[config.mk]
export PLATFORM = sky130hd
export DESIGN_NAME = indicator_priority_preemption
export DESIGN_NICKNAME = d
export VERILOG_FILES = /design/src/hdl/ipp_pkg.sv /design/src/hdl/ipp_cell.sv /design/src/hdl/indicator_priority_preemption.sv
export SDC_FILE = /design/constraint.sdc
export NUM_CORES = 1
export LEC_CHECK = 0
export ABC_AREA = 1
export BUFFER_PORTS_ARGS = -buffer_cell sky130_fd_sc_hd__buf_2
export CORE_MARGIN = 1.5
export CORE_UTILIZATION = 60
export CTS_CLUSTER_SIZE = 8
export DETAILED_ROUTE_END_ITERATION = 12
export PLACE_DENSITY_LB_ADDON = 0.12
export SYNTH_ARGS = -nofsm -noshare
export SYNTH_HDL_FRONTEND = slang
export SYNTH_SLANG_ARGS = --single-unit
export TNS_END_PERCENT = 5
[constraint.sdc]
create_clock -name clk_i -period 6.9 [get_ports clk_i]
set_input_delay 0.345 -clock clk_i [delete_from_list [all_inputs] [get_ports clk_i]]
set_output_delay 0.345 -clock clk_i [all_outputs]
set_load 0.01 [all_outputs]
[src/hdl/ipp_pkg.sv]
package ipp_pkg;

  localparam int GROUP_SIZE = 8;
  localparam int IDX_W      = (GROUP_SIZE > 1) ? $clog2(GROUP_SIZE) : 1;
  localparam int CNT_W      = $clog2(GROUP_SIZE + 1);

  // fixed field widths
  localparam int ENTRY_W = 4;
  localparam int SHOWN_W = 3;
  localparam int CFG_W   = 4;
  localparam int ADDR_W  = 3;
  localparam int DATA_W  = 32;

  localparam logic [CFG_W-1:0] ENTRIES_RESET = CFG_W'(8);

  // register index taken from the byte address
  localparam logic REG_ENTRIES_IN_USE = 1'b0;

  // scan token and what it has collected so far
  typedef struct packed {
    logic             tok;
    logic             past;      // target cell already passed
    logic             blk;       // visible or waiting entry above the target
    logic             tw;        // target was waiting
    logic             fw_found;  // first waiting entry below the target
    logic [IDX_W-1:0] fw_idx;
    logic             anyv;      // some other entry visible
    logic [IDX_W-1:0] pos;       // index of the cell receiving this carry
  } carry_t;

  // update broadcast to the cells at the end of a scan
  typedef struct packed {
    logic commit;
    logic on;
    logic blk;
    logic tw;
  } cmd_t;

endpackage

[src/hdl/ipp_cell.sv]
module ipp_cell
  import ipp_pkg::*;
(
  input  logic   clk_i,
  input  logic   rst_ni,
  input  logic   en_i,
  input  logic   tgt_i,
  input  logic   fw_i,
  input  cmd_t   cmd_i,
  input  carry_t carry_i,
  output carry_t carry_o
);

  logic   vis_q, vis_d;
  logic   wait_q, wait_d;
  carry_t carry_q, carry_d;

  always_comb begin
    carry_d = '0;
    if (carry_i.tok && en_i) begin
      carry_d      = carry_i;
      carry_d.blk  = carry_i.blk | (!carry_i.past & !tgt_i & (vis_q | wait_q));
      carry_d.tw   = carry_i.tw | (tgt_i & wait_q);
      carry_d.anyv = carry_i.anyv | (!tgt_i & vis_q);
      carry_d.past = carry_i.past | tgt_i;
      if (carry_i.past && !carry_i.fw_found && wait_q) begin
        carry_d.fw_found = 1'b1;
        carry_d.fw_idx   = carry_i.pos;
      end
      carry_d.pos = carry_i.pos + IDX_W'(1);
    end
  end

  always_comb begin
    vis_d  = vis_q;
    wait_d = wait_q;
    if (cmd_i.commit && tgt_i) begin
      if (cmd_i.on) begin
        wait_d = cmd_i.blk;
        vis_d  = !cmd_i.blk;
      end else begin
        wait_d = 1'b0;
        vis_d  = 1'b0;
      end
    end else if (cmd_i.commit && fw_i && !cmd_i.on && !cmd_i.tw) begin
      wait_d = 1'b0;
      vis_d  = 1'b1;
    end
  end

  always_ff @(posedge clk_i or negedge rst_ni) begin
    if (!rst_ni) begin
      vis_q   <= 1'b0;
      wait_q  <= 1'b0;
      carry_q <= '0;
    end else begin
      vis_q   <= vis_d;
      wait_q  <= wait_d;
      carry_q <= carry_d;
    end
  end

  assign carry_o = carry_q;

endmodule

[src/hdl/indicator_priority_preemption.sv]
// Arbitrates one shared icon slot among up to GROUP_SIZE indicators, index 0
// highest priority. Each indicator's visible/waiting flags live in a cell of a
// chain; an event sends a token down the chain, one cell per cycle, and the
// flags are updated when the result is loaded, after the token reaches the
// last entry in use. The next event waits until the token has passed the
// entries in use (entries_in_use saturated to GROUP_SIZE) and the result is
// loaded; an out-of-range index is flagged. Exactly one result is returned per
// event; the result sits in an output register, so the next event can enter
// while it waits. entries_in_use is at byte address 0, reset value 8.
module indicator_priority_preemption
  import ipp_pkg::*;
(
  input  logic               clk_i,
  input  logic               rst_ni,
  // configuration
  input  logic               psel,
  input  logic               penable,
  input  logic               pwrite,
  input  logic [ADDR_W-1:0]  paddr,
  input  logic [DATA_W-1:0]  pwdata,
  output logic [DATA_W-1:0]  prdata,
  output logic               pready,
  // events
  input  logic               in_valid_i,
  output logic               in_stall_o,
  input  logic [ENTRY_W-1:0] entry_index_i,
  input  logic               turn_on_i,
  // results
  output logic               out_valid_o,
  input  logic               out_stall_i,
  output logic               slot_updated_o,
  output logic [SHOWN_W-1:0] shown_index_o,
  output logic               shown_visible_o,
  output logic               bad_index_o
);

  localparam logic [1:0] ST_IDLE = 2'd0;
  localparam logic [1:0] ST_SCAN = 2'd1;
  localparam logic [1:0] ST_DONE = 2'd2;

  logic [1:0]         state_q, state_d;
  logic [CFG_W-1:0]   cfg_q;
  logic [CNT_W-1:0]   eff_cnt;
  logic [IDX_W-1:0]   tap_idx;
  logic [ENTRY_W-1:0] idx_q;
  logic [ENTRY_W-1:0] tgt_idx;
  logic               on_q;
  carry_t             fin_q, fin_d;
  logic               fin_bad_q, fin_bad_d;
  logic               accept, bad, start, load;
  cmd_t               cmd;
  carry_t             inject;
  carry_t             chain [GROUP_SIZE];
  logic [GROUP_SIZE-1:0] en, tgt, fw_sel;

  logic               out_valid_q;
  logic               upd_q, upd_d;
  logic [SHOWN_W-1:0] shown_q, shown_d;
  logic               vis_q, vis_d;
  logic               bad_q, bad_d;

  // configuration port
  assign pready = 1'b1;
  assign prdata = (paddr[2] == REG_ENTRIES_IN_USE) ? DATA_W'(cfg_q) : '0;

  always_ff @(posedge clk_i or negedge rst_ni) begin
    if (!rst_ni) begin
      cfg_q <= ENTRIES_RESET;
    end else if (psel && penable && pwrite && pready && paddr[2] == REG_ENTRIES_IN_USE) begin
      cfg_q <= pwdata[CFG_W-1:0];
    end
  end

  assign eff_cnt = (32'(cfg_q) > 32'(GROUP_SIZE)) ? CNT_W'(GROUP_SIZE) : CNT_W'(cfg_q);
  assign tap_idx = IDX_W'(eff_cnt - CNT_W'(1));

  assign in_stall_o = (state_q != ST_IDLE);
  assign accept     = in_valid_i && (state_q == ST_IDLE);
  assign bad        = 32'(entry_index_i) >= 32'(eff_cnt);
  assign start      = accept && !bad;
  assign load       = (state_q == ST_DONE) && (!out_valid_q || !out_stall_i);

  // the head cell sees the token in the accept cycle, before idx_q is loaded
  assign tgt_idx = accept ? entry_index_i : idx_q;

  always_comb begin
    inject     = '0;
    inject.tok = start;
  end

  assign cmd.commit = load && !fin_bad_q;
  assign cmd.on     = on_q;
  assign cmd.blk    = fin_q.blk;
  assign cmd.tw     = fin_q.tw;

  for (genvar k = 0; k < GROUP_SIZE; k++) begin : g_cell
    assign en[k]     = k < int'(eff_cnt);
    assign tgt[k]    = 32'(tgt_idx) == k;
    assign fw_sel[k] = fin_q.fw_found && (32'(fin_q.fw_idx) == k);

    if (k == 0) begin : g_head
      ipp_cell u_cell (
        .clk_i   (clk_i),
        .rst_ni  (rst_ni),
        .en_i    (en[k]),
        .tgt_i   (tgt[k]),
        .fw_i    (fw_sel[k]),
        .cmd_i   (cmd),
        .carry_i (inject),
        .carry_o (chain[k])
      );
    end else begin : g_body
      ipp_cell u_cell (
        .clk_i   (clk_i),
        .rst_ni  (rst_ni),
        .en_i    (en[k]),
        .tgt_i   (tgt[k]),
        .fw_i    (fw_sel[k]),
        .cmd_i   (cmd),
        .carry_i (chain[k-1]),
        .carry_o (chain[k])
      );
    end
  end

  // sequencer
  always_comb begin
    state_d   = state_q;
    fin_d     = fin_q;
    fin_bad_d = fin_bad_q;
    unique case (state_q)
      ST_IDLE: begin
        if (accept) begin
          fin_bad_d = bad;
          state_d   = bad ? ST_DONE : ST_SCAN;
        end
      end
      ST_SCAN: begin
        if (chain[tap_idx].tok) begin
          fin_d   = chain[tap_idx];
          state_d = ST_DONE;
        end
      end
      ST_DONE: begin
        if (load) state_d = ST_IDLE;
      end
      default: state_d = ST_IDLE;
    endcase
  end

  // result of the finished scan
  always_comb begin
    upd_d   = 1'b0;
    shown_d = '0;
    vis_d   = 1'b0;
    bad_d   = 1'b0;
    priority if (fin_bad_q) begin
      bad_d = 1'b1;
    end else if (on_q) begin
      if (!fin_q.blk) begin
        upd_d   = 1'b1;
        shown_d = SHOWN_W'(idx_q);
        vis_d   = 1'b1;
      end
    end else if (fin_q.tw) begin
      upd_d = 1'b0;
    end else if (fin_q.fw_found) begin
      upd_d   = 1'b1;
      shown_d = SHOWN_W'(fin_q.fw_idx);
      vis_d   = 1'b1;
    end else if (!fin_q.anyv) begin
      upd_d   = 1'b1;
      shown_d = SHOWN_W'(idx_q);
    end
  end

  always_ff @(posedge clk_i or negedge rst_ni) begin
    if (!rst_ni) begin
      state_q     <= ST_IDLE;
      fin_q       <= '0;
      fin_bad_q   <= 1'b0;
      out_valid_q <= 1'b0;
    end else begin
      state_q   <= state_d;
      fin_q     <= fin_d;
      fin_bad_q <= fin_bad_d;
      if (load) begin
        out_valid_q <= 1'b1;
      end else if (!out_stall_i) begin
        out_valid_q <= 1'b0;
      end
    end
  end

  always_ff @(posedge clk_i) begin
    if (accept) begin
      idx_q <= entry_index_i;
      on_q  <= turn_on_i;
    end
    if (load) begin
      upd_q   <= upd_d;
      shown_q <= shown_d;
      vis_q   <= vis_d;
      bad_q   <= bad_d;
    end
  end

  assign out_valid_o     = out_valid_q;
  assign slot_updated_o  = upd_q;
  assign shown_index_o   = shown_q;
  assign shown_visible_o = vis_q;
  assign bad_index_o     = bad_q;

endmodule

Word level (Yosys, flattened, before mapping)
Cells that the tools add are included.

storage, ports and cells
  word-level logic and storage cells = 393
  ROM bits = 0
  register bits = 138
  output and inout bits = 41
  memories = 0
  bits of input ports = 47
  bits in latches = 0
  bits in writable memories = 0

operators by class
  bitwise logic cells = 69
  eq/ne operators = 20
  add/sub/neg operators = 8
  divide/modulo/power cells = 0
  multiplexer cells = 76
  multipliers = 0
  reductions and logical operators = 114
  order comparisons = 11
  shifts and indexed selects = 0

operator list
  kind                   number
  $mux W12               10
  $logic_and A1 B1 Y1    69
  $mux W1                45
  $mux W4                10
  $bmux W12 S3           1
  $or A1 B1 Y1           36
  $and A1 B1 Y1          31
  $logic_not A1 Y1       29
  $add A3 B1 Y3 const B  7
  $reduce_bool A2 Y1     9
  $eq A4 B3 Y1 const B   4
  $lt A3 B4 Y1 const A   4
  $mux W3                5
  $eq A3 B3 Y1 const B   4
  $eq A4 B2 Y1 const B   2
  $lt A1 B4 Y1 const A   2
  $lt A2 B4 Y1 const A   2
  $mux W2                4
  $eq A3 B2 Y1 const B   2
  $ne A2 B2 Y1 const B   3
  $pmux W2 S3            1
  $eq A4 B1 Y1 const B   1
  $ge A4 B4 Y1           1
  $ge A4 B4 Y1 const B   1
  14 further kinds       15

Longest topological paths before layout
  depth in word-level cells = 9
  mapped depth = 15
  depth with buffers taken out = 12

Cells and area by module
A second synthesis with hierarchy kept.

unflattened totals
  cells, all modules = 951
  area total of the unflattened synthesis = 7,233.2 um^2

modules (own cells, without submodules)
  module                         cells each  area an instance (um^2)  seq. area each (um^2)  times used
  ipp_cell                       65          580.6                    350.3                  8
  indicator_priority_preemption  431         2,588.7                  666.9                  1

Least setup slack after synthesis
Ideal clock, no wire load.

  path kind = flip-flop to flip-flop
  start point = reg cfg_q[3]
  end point = reg fin_q[5] (netlist bit)
  cell stages (with the launch flop) = 16
  required time = 6.834 ns
  data arrival time = 2.115 ns
  path buffers = 5
  library setup time = 0.066 ns
  period minus slack after synthesis = 2.181 ns
  path slack = 4.719 ns
  path through = dfstp_2 buf_6 inv_8 nand2_4 buf_6 buf_2 ha_1 buf_2 inv_1 buf_2 nand3_1 nand2_1 nand2_1 nand2_1 nand3_1 nand2_1

on the way
  word-level cells in the longest chain between the ends = 8

RTL lines
  what                                            line                                                                        text
  start: declaration                              indicator_priority_preemption.sv:42                                         logic [CFG_W-1:0] cfg_q;
  start signal: assignment                        indicator_priority_preemption.sv:70                                         cfg_q <= pwdata[CFG_W-1:0];
  $gt A4 B4 Y1 *                                  indicator_priority_preemption.sv:74                                         assign eff_cnt = (32'(cfg_q) > 32'(GROUP_SIZE)) ? CNT_W'(GROUP_SIZE) : CNT_W'(cfg_q);
  $mux W4 *                                       indicator_priority_preemption.sv:74
  $sub A3 B1 Y3 *                                 indicator_priority_preemption.sv:75                                         assign tap_idx = IDX_W'(eff_cnt - CNT_W'(1));
  $not A3 Y4 (not written as such) *              indicator_priority_preemption.sv:139, indicator_priority_preemption.sv:140
  $bmux W12 S3 *                                  indicator_priority_preemption.sv:139, indicator_priority_preemption.sv:140
  $mux W12 (not written as such) * (2 in series)  indicator_priority_preemption.sv:140                                        fin_d = chain[tap_idx];
  $reduce_and A2 Y1 (no line)                     n/a
  end signal: assignment                          indicator_priority_preemption.sv:185                                        fin_q <= fin_d;
  end: declaration                                indicator_priority_preemption.sv:48                                         carry_t fin_q, fin_d;

Mark *: on every way between the ends. The rest lies on a longest branch, timed or not. The select of a mux whose other input is x is not followed.
A chain may end at the register's enable or synchronous reset.

Worst setup path in the final report
Ends and elaborated chain as after synthesis.

==> impl_metrics.py <==
metrics = {
    "routing": {
        "drc": 0,
        "drtAntennaViolNets": 0,
        "wl_um": 13340,
        "drt_iter0_drc": 269,
        "vias": 4937,
        "firstDrtPassIters": 5,
        "wl_per_cell_um": 14.05,
        "vias_per_cell": 5.202,
    },
    "pwr": {
        "ir_worst_vdd_mv": 0.3100,
        "p_per_area_mw_per_mm2": 367.8,
        "leakage_uw": 0.003573,
    },
    "logic_synthesis": {
        "yosys_warnings": 0,
        "async_flop_share": 0.9106,
        "synth_top_area_cell": "dfrtp_1",
        "synth_edf_count": 7,
        "synth_cells": 765,
        "synth_top_area_frac": 0.4430,
        "syn_avg_cell_area_um2": 8.196,
        "syn_area_mm2": 0.006270,
        "synth_cell_type_count": 38,
        "ys_ff_latch": 123,
        "synth_area_leaders": "dfrtp_1, nand2_1, nand3_1",
        "ys.flop_type": "dfrtp_1",
        "yosysSeqAreaShare": 0.4935,
    },
    "clock_tree": {
        "htreeDepth": 4,
        "insertion_delay_ps": 540,
        "cts-buffers-inserted": 17,
        "cts_setup_buffers": 0,
        "path_clk_slew_ps": 50,
        "root_buffer": "clkbuf_8",
        "cts.path.max_buffers": 2,
        "cts_tree": "done",
        "clock_sinks": 123,
    },
    "place": {
        "port_buffers": 28,
        "gp_congestion": 0.8515,
        "dpl.hpwl_um": 9574,
        "dp.cells": 915,
        "placed_area_mm2": 0.006396,
        "dp_slack_ps": 3972,
    },
    "global_routing": {
        "grt_pass1_vias": 4786,
        "grt_max_degree": 62,
        "grt_pass1_wl_um": 22430,
        "gr-total-overflow": 0,
        "antenna_found_initial": 0,
        "grt_usage": 0.2656,
    },
    "job": {
        "drv_cap": 0,
    },
    "sta": {
        "slew_headroom": 0.1041,
        "period_share": 0.4312,
        "tns_ps": 0,
        "setup_violations": 0,
        "worstMarginPinSlew_ps": 1342,
        "max_freq_ghz": 0.3361,
        "rsz0062_at_grt": "false",
        "fin_crit_ps": 2976,
        "skew_ps": 6.268,
        "slew_viol_final": 0,
        "layout_setup_ws_ps": 3924,
        "hold_viol_final": 0,
    },
    "outcome": {
        "status": "complete, no violations",
    },
    "floorplan": {
        "num_rows": 37,
        "die-area_mm2": 0.01107,
        "dieWidth_um": 105.2,
        "start_util": 0.6128,
        "core_mm2": 0.01023,
        "pin_count": 88,
        "die-height_um": 105.2,
    },
    "setup_path": {
        "worst-path-max-fanout": 33,
        "start_kind": "register",
        "reg2reg_to": "fin_q[5]",
        "cp_common_cell": "nand2_1",
        "rrSetupSlack_ps": 3920,
        "worstSetupEndpointType": "register",
        "arrival_ps": 3400,
        "critPathSlowestCell": "dfstp_2",
        "path_cells": "inv_8 -> nand2_4 -> ha_1 -> inv_1 -> nand3_1 -> nand2_1 -> nand2_1 -> nand2_4 -> nand2_4 -> nand2_1 -> nand2_1",
        "path_depth": 11,
        "cp_slowest_stage_delay_ps": 680,
        "path_class": "reg2reg",
        "reg2reg_depth": 11,
        "path_buf_inv": 2,
        "critPathTopFamily": "simple AND/OR/NAND/NOR gates",
        "critPathRequiredTime_ps": 7320,
        "r2r-start": "cfg_q[3]",
    },
    "cells_and_area": {
        "postLayoutCellArea_mm2": 0.007061,
        "layout-drive-gt1-share": 0.1365,
        "layoutNonFillerInstCount": 949,
        "antennaDiodeCount": 0,
        "mostFrequentLayoutCell": "nand2_1",
        "area_delta_synth_final_pct": 12.61,
        "final_net_count": 859,
        "mostFrequentLayoutCells": "nand2_1, dfrtp_1, inv_1",
        "final_core_util": 0.6901,
        "n_fill_cell": 827,
    },
    "worst_hold_path": {
        "min_path_type": "in2reg",
        "hold_start": "pwdata[3]",
        "hold_path_end": "cfg_q[3]",
        "min_path_cells": 3,
    },
}
==> synth_stat cells (2+ instances only) <==
master,n
nor2_2,4
nand3b_1,2
o21ai_0,21
or2_2,6
nand3_1,88
nand4_1,11
dfxtp_1,4
inv_1,106
a22oi_1,2
clkbuf_1,2
buf_2,8
nand2_4,7
buf_4,30
conb_1,2
ha_1,12
xnor2_1,4
nand2_1,179
nand2_2,17
inv_2,3
edfxtp_1,7
nor2_4,8
o211ai_2,2
dfrtp_1,111
nor2_1,59
buf_6,2
a21oi_1,56
==> worst register-to-register path: stages (launching register included) <==
cell and delay, ps:
dfstp_2 680, inv_8 90, nand2_4 300, ha_1 520, inv_1 510, nand3_1 200
nand2_1 100, nand2_1 80, nand2_4 160, nand2_4 100, nand2_1 80, nand2_1 50
==> final cells by class <==
cell class / count / area (um^2) / share of cell area
Clock buffer: 22 / 484.2 / 0.06858
Clock inverter: 10 / 160.2 / 0.02268
Inverter: 111 / 424.2 / 0.06007
Multi-Input combinational cell: 516 / 2557 / 0.3622
Sequential cell: 123 / 3094 / 0.4382
Tap cell: 136 / 170.2 / 0.02410
Timing Repair Buffer: 31 / 170.2 / 0.02410
==> metal layers <==
| layer | share of wire | global-route usage | vias up |
|---|---|---|---|
| li1 | - | - | 2446 |
| met1 | 0.43 | 0.3339 | 2326 |
| met2 | 0.49 | 0.4337 | 143 |
| met3 | 0.059 | 0.06926 | 22 |
| met4 | 0.022 | 0.1174 | 0 |
| met5 | 0 | 0 | - |
==> flip-flops by register name, summed over array words and instances, names as in the netlist, 2 cells and up <==
register and flops:
cfg_q 4, cmd 2, fin_q 5, g_cell.g_body.u_cell.carry_o 76
g_cell.g_body.u_cell.vis_q 7, g_cell.g_body.u_cell.wait_q 7, g_cell.g_head.u_cell.carry_o 5, idx_q 4
shown_index_o 3, state_q 2
==> metrics by stage <==
stage	hold slack [ps]	power (uW)
floorplan	49.41	1474
global placement	398.3	1622
detailed placement	405.1	1648
CTS	26.08	2604
global route	41.46	2742
finish	45.89	2597
==> logic make-up (layout without fill, tap and decap cells) <==
kind of cell,Yosys count,count (layout),synth area share
XOR/XNOR,5,5,0.009978
buffers and inverters,154,174,0.1153
AO/OA/AOI/OAI,87,87,0.07523
other,2,30,0.001198
adder cells (fa/ha/maj),12,12,0.02395
flip-flops,123,123,0.4935
AND/OR/NAND/NOR,382,382,0.2808
==> timing repair <==
item                      4_1_cts  5_1_grt
hold endpoints to repair       52        0
hold buffers                    2        0
gates resized for setup         0        0
==> worst max-delay path by stage <==
stage                to  startpoint  slack, ps
2_1_floorplan  fin_q[5]    cfg_q[3]       4720
3_3_place_gp   fin_q[5]    cfg_q[3]       4020
3_5_place_dp   fin_q[5]    cfg_q[3]       3970
4_1_cts        fin_q[5]    cfg_q[3]       3950
5_1_grt        fin_q[5]    cfg_q[3]       3720
6_report       fin_q[5]    cfg_q[3]       3920
==> report_power, final <==
part / total [uW] / switching (uW) / internal [uW]
Clock: 951 / 316 / 635
Combinational: 722 / 512 / 210
Sequential: 924 / 86.5 / 837
Total: 2600 / 914 / 1680
(Power assumes the default switching activity.)
